[config.mk]
export PLATFORM = sky130hd
export DESIGN_NAME = sha1_message_digest
export DESIGN_NICKNAME = d
export VERILOG_FILES = /design/src/hw/rtl/sha1_pkg.sv /design/src/hw/rtl/sha1_front.sv /design/src/hw/rtl/sha1_queue.sv /design/src/hw/rtl/sha1_back.sv /design/src/hw/rtl/sha1_message_digest.sv
export SDC_FILE = /design/constraint.sdc
export NUM_CORES = 2
export LEC_CHECK = 0
export ABC_CLOCK_PERIOD_IN_PS = 20800
export BUFFER_PORTS_ARGS = -buffer_cell sky130_fd_sc_hd__buf_2
export CAP_MARGIN = 20
export CORE_MARGIN = 2
export CORE_UTILIZATION = 55
export DETAILED_ROUTE_END_ITERATION = 8
export PLACE_DENSITY = 0.8
export SETUP_SLACK_MARGIN = 0.15
export SYNTH_ARGS = -nofsm -noshare
export SYNTH_HDL_FRONTEND = slang
export SYNTH_SLANG_ARGS = --single-unit
[constraint.sdc]
create_clock -name clk_i -period 20.8 [get_ports clk_i]
set_input_delay 4.16 -clock clk_i [delete_from_list [all_inputs] [get_ports clk_i]]
set_output_delay 4.16 -clock clk_i [all_outputs]
set_load 0.02 [all_outputs]
[src/hw/rtl/sha1_pkg.sv]
`default_nettype none
// ----------------------------------------------------------------------------
// sha1_pkg
// Shared types and constants of the SHA-1 digest block: the word queue
// entry, queue sizing and the initial chaining value.
// ----------------------------------------------------------------------------
package sha1_pkg;

  // word queue between the front and the back
  localparam int unsigned QDEPTH = 4;
  localparam int unsigned QPTR_W = $clog2(QDEPTH);
  localparam int unsigned QCNT_W = $clog2(QDEPTH + 1);

  // initial chaining value
  localparam logic [31:0] IV [5] = '{
    32'h67452301, 32'hEFCDAB89, 32'h98BADCFE, 32'h10325476, 32'hC3D2E1F0
  };

  // one big-endian message schedule word, with a flag on the last word of
  // the final block of a message
  typedef struct packed {
    logic        last_blk;
    logic [31:0] data;
  } qword_t;

endpackage
`default_nettype wire

[src/hw/rtl/sha1_front.sv]
`default_nettype none
// ----------------------------------------------------------------------------
// sha1_front
// Accepts message bytes, packs them into big-endian words and pushes the
// words to the queue; on the end of a message it generates the padding
// words and the 64-bit bit length.
// ----------------------------------------------------------------------------
module sha1_front (
  input  wire logic                 clk_i,
  input  wire logic                 rst_ni,
  input  wire logic                 in_valid_i,
  output logic                      in_ready_o,
  input  wire logic [7:0]           in_byte_i,
  input  wire logic                 in_has_i,
  input  wire logic                 in_last_i,
  input  wire logic                 q_full_i,
  output logic                      push_o,
  output sha1_pkg::qword_t          push_word_o
);

  localparam logic [1:0] F_IDLE  = 2'd0;
  localparam logic [1:0] F_FIRST = 2'd1;
  localparam logic [1:0] F_FILL  = 2'd2;

  localparam logic [7:0] PAD_BYTE    = 8'h80;
  localparam logic [3:0] SLOT_LEN_HI = 4'd14;
  localparam logic [3:0] SLOT_LEN_LO = 4'd15;

  logic [1:0]  state_q, state_d;
  logic [60:0] count_q, count_d;
  logic [23:0] acc_q, acc_d;
  logic [3:0]  slot_q, slot_d;
  logic        len_blk_q, len_blk_d;
  logic        accept;

  assign in_ready_o = (state_q == F_IDLE) && !q_full_i;
  assign accept     = in_valid_i && in_ready_o;

  // byte packing and padding sequencer
  always_comb begin
    state_d     = state_q;
    count_d     = count_q;
    acc_d       = acc_q;
    slot_d      = slot_q;
    len_blk_d   = len_blk_q;
    push_o      = 1'b0;
    push_word_o = '0;
    case (state_q)
      F_IDLE: begin
        if (accept) begin
          if (in_has_i) begin
            acc_d   = {acc_q[15:0], in_byte_i};
            count_d = count_q + 61'd1;
            if (count_q[1:0] == 2'd3) begin
              push_o           = 1'b1;
              push_word_o.data = {acc_q, in_byte_i};
            end
          end
          if (in_last_i) begin
            state_d = F_FIRST;
          end
        end
      end
      F_FIRST: begin
        // partial word closed by the pad byte; a pad word in either of the last
        // two slots leaves no room, so the next block carries the length
        if (!q_full_i) begin
          push_o = 1'b1;
          case (count_q[1:0])
            2'd0:    push_word_o.data = {PAD_BYTE, 24'h0};
            2'd1:    push_word_o.data = {acc_q[7:0], PAD_BYTE, 16'h0};
            2'd2:    push_word_o.data = {acc_q[15:0], PAD_BYTE, 8'h0};
            default: push_word_o.data = {acc_q[23:0], PAD_BYTE};
          endcase
          slot_d    = count_q[5:2] + 4'd1;
          len_blk_d = (count_q[5:2] < SLOT_LEN_HI) || (count_q[5:2] == SLOT_LEN_LO);
          state_d   = F_FILL;
        end
      end
      F_FILL: begin
        // zero fill, then the bit length in the last two slots
        if (!q_full_i) begin
          push_o = 1'b1;
          slot_d = slot_q + 4'd1;
          if (len_blk_q && (slot_q == SLOT_LEN_HI)) begin
            push_word_o.data = count_q[60:29];
          end else if (len_blk_q && (slot_q == SLOT_LEN_LO)) begin
            push_word_o.data     = {count_q[28:0], 3'b000};
            push_word_o.last_blk = 1'b1;
            count_d              = '0;
            state_d              = F_IDLE;
          end else if (slot_q == SLOT_LEN_LO) begin
            len_blk_d = 1'b1;
          end
        end
      end
      default: begin
        state_d = F_IDLE;
      end
    endcase
  end

  // control registers
  always_ff @(posedge clk_i or negedge rst_ni) begin
    if (!rst_ni) begin
      state_q   <= F_IDLE;
      count_q   <= '0;
      slot_q    <= '0;
      len_blk_q <= 1'b0;
    end else begin
      state_q   <= state_d;
      count_q   <= count_d;
      slot_q    <= slot_d;
      len_blk_q <= len_blk_d;
    end
  end

  // partial word
  always_ff @(posedge clk_i) begin
    acc_q <= acc_d;
  end

endmodule
`default_nettype wire

[src/hw/rtl/sha1_queue.sv]
`default_nettype none
// ----------------------------------------------------------------------------
// sha1_queue
// Short first-in first-out queue of schedule words between the front and
// the back.
// ----------------------------------------------------------------------------
module sha1_queue (
  input  wire logic             clk_i,
  input  wire logic             rst_ni,
  input  wire logic             push_i,
  input  wire sha1_pkg::qword_t push_word_i,
  output logic                  full_o,
  input  wire logic             pop_i,
  output logic                  pop_valid_o,
  output sha1_pkg::qword_t      pop_word_o
);

  sha1_pkg::qword_t                  mem_q [sha1_pkg::QDEPTH];
  logic [sha1_pkg::QPTR_W-1:0]       wr_ptr_q, rd_ptr_q;
  logic [sha1_pkg::QCNT_W-1:0]       cnt_q;
  logic                              do_push, do_pop;

  assign full_o      = cnt_q == sha1_pkg::QCNT_W'(sha1_pkg::QDEPTH);
  assign pop_valid_o = cnt_q != '0;
  assign pop_word_o  = mem_q[rd_ptr_q];
  assign do_push     = push_i && !full_o;
  assign do_pop      = pop_i && pop_valid_o;

  // pointers and fill level
  always_ff @(posedge clk_i or negedge rst_ni) begin
    if (!rst_ni) begin
      wr_ptr_q <= '0;
      rd_ptr_q <= '0;
      cnt_q    <= '0;
    end else begin
      if (do_push) begin
        wr_ptr_q <= wr_ptr_q + 1'b1;
      end
      if (do_pop) begin
        rd_ptr_q <= rd_ptr_q + 1'b1;
      end
      case ({do_push, do_pop})
        2'b10:   cnt_q <= cnt_q + 1'b1;
        2'b01:   cnt_q <= cnt_q - 1'b1;
        default: cnt_q <= cnt_q;
      endcase
    end
  end

  // storage
  always_ff @(posedge clk_i) begin
    if (do_push) begin
      mem_q[wr_ptr_q] <= push_word_i;
    end
  end

endmodule
`default_nettype wire

[src/hw/rtl/sha1_back.sv]
`default_nettype none
// ----------------------------------------------------------------------------
// sha1_back
// Runs the 80 SHA-1 rounds, one per cycle but stalled by an empty queue in
// the first sixteen, which take their schedule words from it; updates the
// chaining value; emits five digest words after a message's final block.
// ----------------------------------------------------------------------------
module sha1_back (
  input  wire logic             clk_i,
  input  wire logic             rst_ni,
  input  wire logic             pop_valid_i,
  input  wire sha1_pkg::qword_t pop_word_i,
  output logic                  pop_o,
  output logic                  out_valid_o,
  input  wire logic             out_ready_i,
  output logic [31:0]           out_word_o,
  output logic [2:0]            out_idx_o,
  output logic                  out_last_o
);

  localparam logic [1:0] B_ROUND  = 2'd0;
  localparam logic [1:0] B_FINISH = 2'd1;
  localparam logic [1:0] B_OUT    = 2'd2;

  localparam logic [6:0] R_LOAD = 7'd16;
  localparam logic [6:0] R_F2   = 7'd20;
  localparam logic [6:0] R_F3   = 7'd40;
  localparam logic [6:0] R_F4   = 7'd60;
  localparam logic [6:0] R_LAST = 7'd79;

  localparam logic [31:0] K1 = 32'h5A827999;
  localparam logic [31:0] K2 = 32'h6ED9EBA1;
  localparam logic [31:0] K3 = 32'h8F1BBCDC;
  localparam logic [31:0] K4 = 32'hCA62C1D6;

  localparam logic [2:0] IDX_LAST = 3'd4;

  function automatic logic [31:0] rotl(input logic [31:0] v, input int unsigned s);
    return (v << s) | (v >> (32 - s));
  endfunction

  logic [1:0]  state_q;
  logic [6:0]  round_q;
  logic        fin_q;
  logic [2:0]  oidx_q;
  logic [31:0] chain_q [5];
  logic [31:0] win_q [16];
  logic [31:0] a_q, b_q, c_q, d_q, e_q;
  logic        out_valid_q;
  logic [31:0] out_word_q;
  logic [2:0]  out_idx_q;
  logic        out_last_q;

  logic [31:0] a_in, b_in, c_in, d_in, e_in;
  logic [31:0] w_gen, w_t, f, k, t;
  logic        first_round, loading, step, out_load;

  assign first_round = round_q == '0;
  assign loading     = round_q < R_LOAD;
  assign step        = (state_q == B_ROUND) && (!loading || pop_valid_i);
  assign pop_o       = (state_q == B_ROUND) && loading && pop_valid_i;
  assign out_load    = (state_q == B_OUT) && (!out_valid_q || out_ready_i);

  // working variables start from the chaining value
  assign a_in = first_round ? chain_q[0] : a_q;
  assign b_in = first_round ? chain_q[1] : b_q;
  assign c_in = first_round ? chain_q[2] : c_q;
  assign d_in = first_round ? chain_q[3] : d_q;
  assign e_in = first_round ? chain_q[4] : e_q;

  // message schedule
  assign w_gen = rotl(win_q[13] ^ win_q[8] ^ win_q[2] ^ win_q[0], 1);
  assign w_t   = loading ? pop_word_i.data : w_gen;

  // round function and constant
  always_comb begin
    if (round_q < R_F2) begin
      f = (b_in & c_in) | (~b_in & d_in);
      k = K1;
    end else if (round_q < R_F3) begin
      f = b_in ^ c_in ^ d_in;
      k = K2;
    end else if (round_q < R_F4) begin
      f = (b_in & c_in) | (b_in & d_in) | (c_in & d_in);
      k = K3;
    end else begin
      f = b_in ^ c_in ^ d_in;
      k = K4;
    end
  end

  assign t = rotl(a_in, 5) + f + e_in + k + w_t;

  // sequencer, chaining value and output valid
  always_ff @(posedge clk_i or negedge rst_ni) begin
    if (!rst_ni) begin
      state_q     <= B_ROUND;
      round_q     <= '0;
      fin_q       <= 1'b0;
      oidx_q      <= '0;
      out_valid_q <= 1'b0;
      for (int j = 0; j < 5; j++) begin
        chain_q[j] <= sha1_pkg::IV[j];
      end
    end else begin
      case (state_q)
        B_ROUND: begin
          if (step) begin
            if (round_q == R_LOAD - 7'd1) begin
              fin_q <= pop_word_i.last_blk;
            end
            if (round_q == R_LAST) begin
              round_q <= '0;
              state_q <= B_FINISH;
            end else begin
              round_q <= round_q + 7'd1;
            end
          end
        end
        B_FINISH: begin
          chain_q[0] <= chain_q[0] + a_q;
          chain_q[1] <= chain_q[1] + b_q;
          chain_q[2] <= chain_q[2] + c_q;
          chain_q[3] <= chain_q[3] + d_q;
          chain_q[4] <= chain_q[4] + e_q;
          oidx_q     <= '0;
          state_q    <= fin_q ? B_OUT : B_ROUND;
        end
        B_OUT: begin
          if (out_load) begin
            if (oidx_q == IDX_LAST) begin
              for (int j = 0; j < 5; j++) begin
                chain_q[j] <= sha1_pkg::IV[j];
              end
              state_q <= B_ROUND;
            end else begin
              oidx_q <= oidx_q + 3'd1;
            end
          end
        end
        default: begin
          state_q <= B_ROUND;
        end
      endcase
      if (out_load) begin
        out_valid_q <= 1'b1;
      end else if (out_ready_i) begin
        out_valid_q <= 1'b0;
      end
    end
  end

  // schedule window, working variables and output data
  always_ff @(posedge clk_i) begin
    if (step) begin
      for (int j = 0; j < 15; j++) begin
        win_q[j] <= win_q[j+1];
      end
      win_q[15] <= w_t;
      a_q <= t;
      b_q <= a_in;
      c_q <= rotl(b_in, 30);
      d_q <= c_in;
      e_q <= d_in;
    end
    if (out_load) begin
      out_word_q <= chain_q[oidx_q];
      out_idx_q  <= oidx_q;
      out_last_q <= oidx_q == IDX_LAST;
    end
  end

  assign out_valid_o = out_valid_q;
  assign out_word_o  = out_word_q;
  assign out_idx_o   = out_idx_q;
  assign out_last_o  = out_last_q;

endmodule
`default_nettype wire

[src/hw/rtl/sha1_message_digest.sv]
`default_nettype none
// ----------------------------------------------------------------------------
// sha1_message_digest
// SHA-1 digest of a byte stream: at most one byte per item, five digest
// words out after the item marked last.
// Throughput: one byte per cycle while the word queue has room and no
// padding is being generated; each 64-byte block takes 80 rounds and one
// chaining add in the round engine, and the input stalls once the queue
// fills during rounds 16 to 79.
// After the last item, the one or two padded blocks, behind any earlier
// block still in the round engine, run before the first digest word; the
// other four follow one per cycle while the digest side accepts them.
// Reset clears all control state and loads the initial vector.
// ----------------------------------------------------------------------------
module sha1_message_digest (
  input  wire logic        clk_i,
  input  wire logic        rst_ni,
  input  wire logic        s_axis_tvalid,
  output logic             s_axis_tready,
  input  wire logic [7:0]  s_axis_tdata,   // [7:0] msg_byte
  input  wire logic        s_axis_tuser,   // [0] has_byte
  input  wire logic        s_axis_tlast,   // is_last
  output logic             m_axis_tvalid,
  input  wire logic        m_axis_tready,
  output logic [31:0]      m_axis_tdata,   // [31:0] digest_word
  output logic [2:0]       m_axis_tuser,   // [2:0] word_index
  output logic             m_axis_tlast    // last_word
);

  logic             push, q_full, pop, pop_valid;
  sha1_pkg::qword_t push_word, pop_word;

  // byte packing and padding
  sha1_front u_front (
    .clk_i       (clk_i),
    .rst_ni      (rst_ni),
    .in_valid_i  (s_axis_tvalid),
    .in_ready_o  (s_axis_tready),
    .in_byte_i   (s_axis_tdata),
    .in_has_i    (s_axis_tuser),
    .in_last_i   (s_axis_tlast),
    .q_full_i    (q_full),
    .push_o      (push),
    .push_word_o (push_word)
  );

  // word queue
  sha1_queue u_queue (
    .clk_i       (clk_i),
    .rst_ni      (rst_ni),
    .push_i      (push),
    .push_word_i (push_word),
    .full_o      (q_full),
    .pop_i       (pop),
    .pop_valid_o (pop_valid),
    .pop_word_o  (pop_word)
  );

  // round engine and digest output
  sha1_back u_back (
    .clk_i       (clk_i),
    .rst_ni      (rst_ni),
    .pop_valid_i (pop_valid),
    .pop_word_i  (pop_word),
    .pop_o       (pop),
    .out_valid_o (m_axis_tvalid),
    .out_ready_i (m_axis_tready),
    .out_word_o  (m_axis_tdata),
    .out_idx_o   (m_axis_tuser),
    .out_last_o  (m_axis_tlast)
  );

endmodule
`default_nettype wire

Word level (Yosys, flattened, before mapping)
Memory sizes are Yosys's and may differ from the RTL's.
Index checks and enable logic that the tools add are counted.
{ "totals": {"ff_bits": 469, "elab_cells": 209, "in_bits": 14, "out_inout_bits": 38, "ram_bits": 644, "n_memories": 2} }
{ "memory_table": {"columns": ["memory", "words", "word_bits", "rd", "rd_clocked_by_memory_dff", "wr", "line_no", "rtl"], "rows": [
  ["u_back.win_q", 16, 32, 16, 0, 16, "sha1_back.sv:47", "logic [31:0] win_q [16];"],
  ["u_queue.mem_q", 4, 33, 1, 0, 1, "sha1_queue.sv:18", "sha1_pkg::qword_t mem_q [sha1_pkg::QDEPTH];"]
]} }
{ "classes": {"reduce_logical": 37, "bitwise_logic": 17, "eq_ne": 30, "mux": 73, "addsub": 18, "n_lt_le_gt_ge": 6} }
{ "ops": {"columns": ["op", "n"], "rows": [
  ["32-bit 2-to-1 mux", 18],
  ["160-bit 2-to-1 mux", 2],
  ["160-bit one-hot mux with 2 select lines", 1],
  ["61-bit 2-to-1 mux", 5],
  ["32-bit adder", 9],
  ["32-bit one-hot mux with 3 select lines", 2],
  ["32-bit bitwise XOR", 5],
  ["32-bit AND", 4],
  ["61-bit one-hot mux with 2 select lines", 1],
  ["32-bit binary-select mux with 3-bit select", 1],
  ["32-bit OR", 3],
  ["33-bit 2-to-1 mux", 2],
  ["61-bit by 1-bit adder with 61-bit output, second input constant", 1],
  ["32-bit NOT", 1],
  ["32-bit by 1-bit OR with 32-bit output", 1],
  ["32-bit by 30-bit OR with 32-bit output", 1],
  ["32-bit by 5-bit OR with 32-bit output", 1],
  ["31-bit 2-to-1 mux", 1],
  ["2-bit 2-to-1 mux", 11],
  ["2-bit != test, second input constant", 9],
  ["6-bit AND reduction", 3],
  ["1-bit 2-to-1 mux", 17],
  ["3-bit AND reduction", 5],
  ["7-bit by 5-bit < comparator with 1-bit output, second input constant", 2],
  ["33 further kinds", 75]
]} }

Longest topological paths before layout
{ "logic_depth": {"word_depth": 12, "mapped_depth": 32, "mapped_depth_nobuf": 30} }

Cells and area by module
Synthesis repeated with hierarchy kept, for this count alone.
{ "unflattened": {"cells_unflattened": 4381, "area_unflattened_um2": 56155.1} }
{ "modules_own_cells": {"columns": ["mod", "seq_area_each_um2", "cells_each", "area_per_inst_um2", "instances"], "rows": [
  ["sha1_back", 25714.7, 3554, 45295.9, 1],
  ["sha1_front", 2422.3, 617, 5615.4, 1],
  ["sha1_queue", 4139.0, 210, 5243.8, 1]
]} }

Worst setup path before layout
No wires, ideal clock.
{ "synth_timing": {"path_kind": "reg-to-reg", "start": "register u_back.state_q[0]", "end": "register u_back.round_q[3]", "period_less_slack_ps": 21060, "setup_time_ps": 162, "path_stages_with_launch": 7, "slack_ps": -260, "t_arrival_ps": 20897, "required_time_ps": 20638, "n_path_buf": 1, "path_cell_list": "dfrtp_1 inv_1 ha_1 o41a_1 clkbuf_1 nand4_1 o21ai_0"} }
{ "synth_via": {"elab_chain_len": 3} }
{ "synth_rtl": {"columns": ["element", "line_no", "rtl"], "rows": [
  ["start, declared", "sha1_back.sv:42", "logic [1:0] state_q;"],
  ["start signal, assigned", "sha1_back.sv:127", "state_q <= fin_q ? B_OUT : B_ROUND;"],
  ["2-bit zero test", "sha1_back.sv:60", "assign step = (state_q == B_ROUND) && (!loading || pop_valid_i);"],
  ["1-bit logical AND", "sha1_back.sv:60", null],
  ["named net u_back.step", "sha1_back.sv:56", "logic first_round, loading, step, out_load;"],
  ["2-bit AND reduction (no line)", null, null],
  ["end signal, assigned", "sha1_back.sv:116", "round_q <= round_q + 7'd1;"],
  ["end, declared", "sha1_back.sv:43", "logic [6:0] round_q;"]
]} }
The timed path passes the listed nets, and every way through them passes these cells.
A chain may end at the register's enable or synchronous reset.

Final worst setup path
{ "layout_timing": {"start": "register u_back.round_q[5]", "end": "register u_back.a_q[31] (data pin)"} }
{ "layout_via": {"elab_chain_len": 12, "word_cells_on_any_way": 32, "cone_classes": "add/sub: 4; order compare: 4; mux: 12; bitwise: 11; reduce/logical: 1"} }
{ "layout_rtl": {"columns": ["element", "line_no", "rtl"], "rows": [
  ["7-bit zero test (*)", "sha1_back.sv:58", "assign first_round = round_q == '0;"],
  ["32-bit 2-to-1 mux (*)", "sha1_back.sv:66", "assign b_in = first_round ? chain_q[1] : b_q;"],
  ["named net u_back.b_in[12]", "sha1_back.sv:54", "logic [31:0] a_in, b_in, c_in, d_in, e_in;"],
  ["32-bit AND, on equally long branches", "sha1_back.sv:78, sha1_back.sv:84", null],
  ["32-bit OR (2 in series)", "sha1_back.sv:84", "f = (b_in & c_in) | (b_in & d_in) | (c_in & d_in);"],
  ["32-bit 2-to-1 mux", "sha1_back.sv:83", "end else if (round_q < R_F4) begin"],
  ["32-bit 2-to-1 mux", "sha1_back.sv:80", "end else if (round_q < R_F3) begin"],
  ["32-bit 2-to-1 mux (*)", "sha1_back.sv:77", "if (round_q < R_F2) begin"],
  ["32-bit adder (*) (4 in series)", "sha1_back.sv:92", "assign t = rotl(a_in, 5) + f + e_in + k + w_t;"],
  ["named net u_back.t[31]", "sha1_back.sv:55", "logic [31:0] w_gen, w_t, f, k, t;"],
  ["end signal, assigned", "sha1_back.sv:160", "a_q <= t;"],
  ["end, declared", "sha1_back.sv:48", "logic [31:0] a_q, b_q, c_q, d_q, e_q;"]
]} }
Mark *: on every way through the listed nets, which the timed path passes. The rest lies on a longest branch.

==> results.sh <==
export IMPL_netlist_top_cell_by_area="edfxtp_1"
export IMPL_met1_usage=0.3520
export IMPL_required_ns=21.25
export IMPL_die_h_um=321.0
export IMPL_finalClockSkew_ns=0.07139
export IMPL_postRouteAntennaNets=0
export IMPL_clock_latency_ns=0.73
export IMPL_netlist_instances=4309
export IMPL_grt_max_degree=196
export IMPL_status="finished, violations left"
export IMPL_ys_seq_area_frac=0.5841
export IMPL_synth_main_ff_cell="edfxtp_1"
export IMPL_post_cts_buffers=0
export IMPL_setup_viol_count_final=0
export IMPL_cap_violations=0
export IMPL_fin_crit_sh=0.4573
export IMPL_end_kind="register"
export IMPL_place_congestion=0.9420
export IMPL_slowest_delay_ns=0.77
export IMPL_grt_use_met2=0.4034
export IMPL_dr_pass1_iters=9
export IMPL_drt_vias_per_instance=6.138
export IMPL_cts_sinks=1113
export IMPL_clk_pin_slew_worst_paths_ns=0.07
export IMPL_postSynthAreaPerCell_um2=12.82
export IMPL_syn_area_mm2=0.05526
export IMPL_pin_count=52
export IMPL_wl_per_cell_um=22.77
export IMPL_syn2layout_area_growth_pct=10.18
export IMPL_layout_min_cycle_time_ns=9.513
export IMPL_violations="DRC"
export IMPL_slowest_stage="buf_4"
export IMPL_min_delay_path_class="register to register"
export IMPL_synthArstFlopShare=0.2237
export IMPL_grt_pass1_wl_um=201400
export IMPL_critPathTopFamily="compound AO/OA/AOI/OAI gates"
export IMPL_routed_via_count=35390
export IMPL_use_met3=0.04067
export IMPL_synth_area_leaders="edfxtp_1, dfrtp_1, ha_1, fa_1, dfstp_2"
export IMPL_critPathKind="register to register"
export IMPL_fmax_ghz=0.1051
export IMPL_relSlewSlack=0.1832
export IMPL_drt_iter0_markers=4291
export IMPL_finalMaxSlewViolations=0
export IMPL_syn_nets=4662
export IMPL_crit_fanout=66
export IMPL_start_util=0.5534
export IMPL_ys_warn_count=0
export IMPL_nets=4723
export IMPL_critPathArrivalTime_ns=9.96
export IMPL_synth_ff_latch_count=1113
export IMPL_grt_busiest_layer="met2"
export IMPL_htreeDepth=3
export IMPL_ctsHoldBuffers=0
export IMPL_clockBufferDepth=3
export IMPL_worst_pin_slew_ns=1.191
export IMPL_postCtsResizedCells=0
export IMPL_io_buffers=51
export IMPL_drive_gt1_frac=0.1157
export IMPL_cts_root_buf="clkbuf_16"
export IMPL_dp_final_hpwl_um=87970
export IMPL_antenna_found_initial=4
export IMPL_hold_viol_final=0
export IMPL_drcViolationCount=8
export IMPL_cts_tree="done"
export IMPL_core_area_mm2=0.09986
export IMPL_dieArea_mm2=0.1030
export IMPL_overflow=0
export IMPL_synth_edf_count=864
export IMPL_synth_most_common_cell="edfxtp_1"
export IMPL_grtUsageTotal=0.2530
export IMPL_rsz0062_at_grt="no"
export IMPL_num_rows=116
export IMPL_synthTopCellsByCount="edfxtp_1, a21oi_1, nor2_1"
export IMPL_grt_pass1_vias=34700
export IMPL_wirelength_um=131300
export IMPL_cts_buffers=109
export IMPL_synth_top_area_share=0.4695
export IMPL_crit_buf_inv=6
export IMPL_cp_start_kind="register"
export IMPL_synthDistinctLibCells=79
export IMPL_setup_tns_final_ns=0
export IMPL_fp_dieW_um=321.0
## flip-flops by register name (all words and copies together) (netlist names), 2 cells and up
signal,cells
u_back.chain_q,160
u_back.oidx_q,3
u_back.d_q,32
u_back.a_q,32
u_back.state_q,2
u_back.out_idx_o,3
u_back.e_q,32
u_front.acc_q,24
u_queue.rd_ptr_q,2
u_front.slot_q,4
u_queue.wr_ptr_q,2
u_front.count_q,61
u_queue.cnt_q,3
u_queue.mem_q,132
u_back.b_q,32
u_front.state_q,2
u_back.c_q,32
u_back.win_q,512
u_back.round_q,7
u_back.out_word_o,32
## through the flow
stage | util | worst slack (ns) | hold slack, ns | cell area, µm² | cells
finish | 0.6097 | 11.29 | 0.4008 | 60890 | 5766
global route | 0.6097 | 10.69 | 0.4037 | 60880 | 5765
CTS | 0.6090 | 11.38 | 0.3994 | 60820 | 5761
detailed placement | 0.5706 | 11.50 | 0.4045 | 56980 | 5553
global placement | 0.5704 | 11.73 | 0.4004 | 56960 | 5551
floorplan | - | 10.42 | 0.4003 | 55260 | 4309
## layer usage
metal	routed length [µm]	vias up
li1	-	15960
met2	61960	1456
met5	160	-
met4	4661	6
met3	9627	287
met1	54900	17680
## cell usage in the layout, fill, tap and decap left out, types with 17 or more instances in the layout
master	n
fa_1	112
dfstp_2	80
mux2i_1	166
mux4_2	33
xnor2_1	199
buf_4	41
o21ai_0	232
o21bai_1	22
a21o_1	77
nor3_1	39
and3_1	31
o21a_1	51
clkbuf_16	112
dfrtp_1	166
buf_2	52
a222oi_1	28
xor2_1	118
edfxtp_1	864
or3_1	30
clkbuf_8	17
o22ai_1	50
nand4_1	18
nand2_1	264
nor2_1	288
clkbuf_1	21
nand2b_1	40
inv_1	273
clkinv_1	17
mux2_2	97
nor2b_1	20
a22o_1	20
a31oi_1	20
nand3_1	56
a21oi_1	301
ha_1	227
## cell type report
class,count,area (µm²)
fillers,7435,38970
inverters,275,1032
well taps,1298,1624
clock inverters,58,721.9
clock buffers,150,3115
diodes,1,2.502
repair buffers,98,669.4
flip-flops and latches,1113,32280
multi-input cells,2773,21440
## path summary, 6_finish.rpt
| check | from | end | slack, ns | depth (start not counted) |
|---|---|---|---|---|
| setup / recovery | u_back.round_q[5] | u_back.a_q[31] | 11.29 | 28 |
| hold / removal | u_back.win_q[1][243] | u_back.win_q[1][211] | 0.40 | 0 |
| setup reg to reg | u_back.round_q[5] | u_back.a_q[31] | 11.29 | 28 |
| hold reg to reg | u_back.win_q[1][243] | u_back.win_q[1][211] | 0.40 | 0 |
| max in group asynchronous | rst_ni | u_back.chain_q[113] | 15.41 | 3 |
| min in group asynchronous | rst_ni | u_back.chain_q[50] | 3.51 | 1 |
## cells by family (layout without fill, tap and decap cells)
group	after synthesis	in the layout	synth area share
flip-flops	1113	1113	0.5841
AO/OA/AOI/OAI	967	967	0.1104
AND/OR/NAND/NOR	854	854	0.07096
buffers and inverters	423	581	0.02907
adder cells (fa/ha/maj)	339	339	0.09197
XOR/XNOR	317	317	0.05024
multiplexers	296	296	0.06329
other	0	1	0
Power is left out: the tool's default activity adds up to more than one toggle a clock period on the data nets, which glitch-free logic cannot reach.
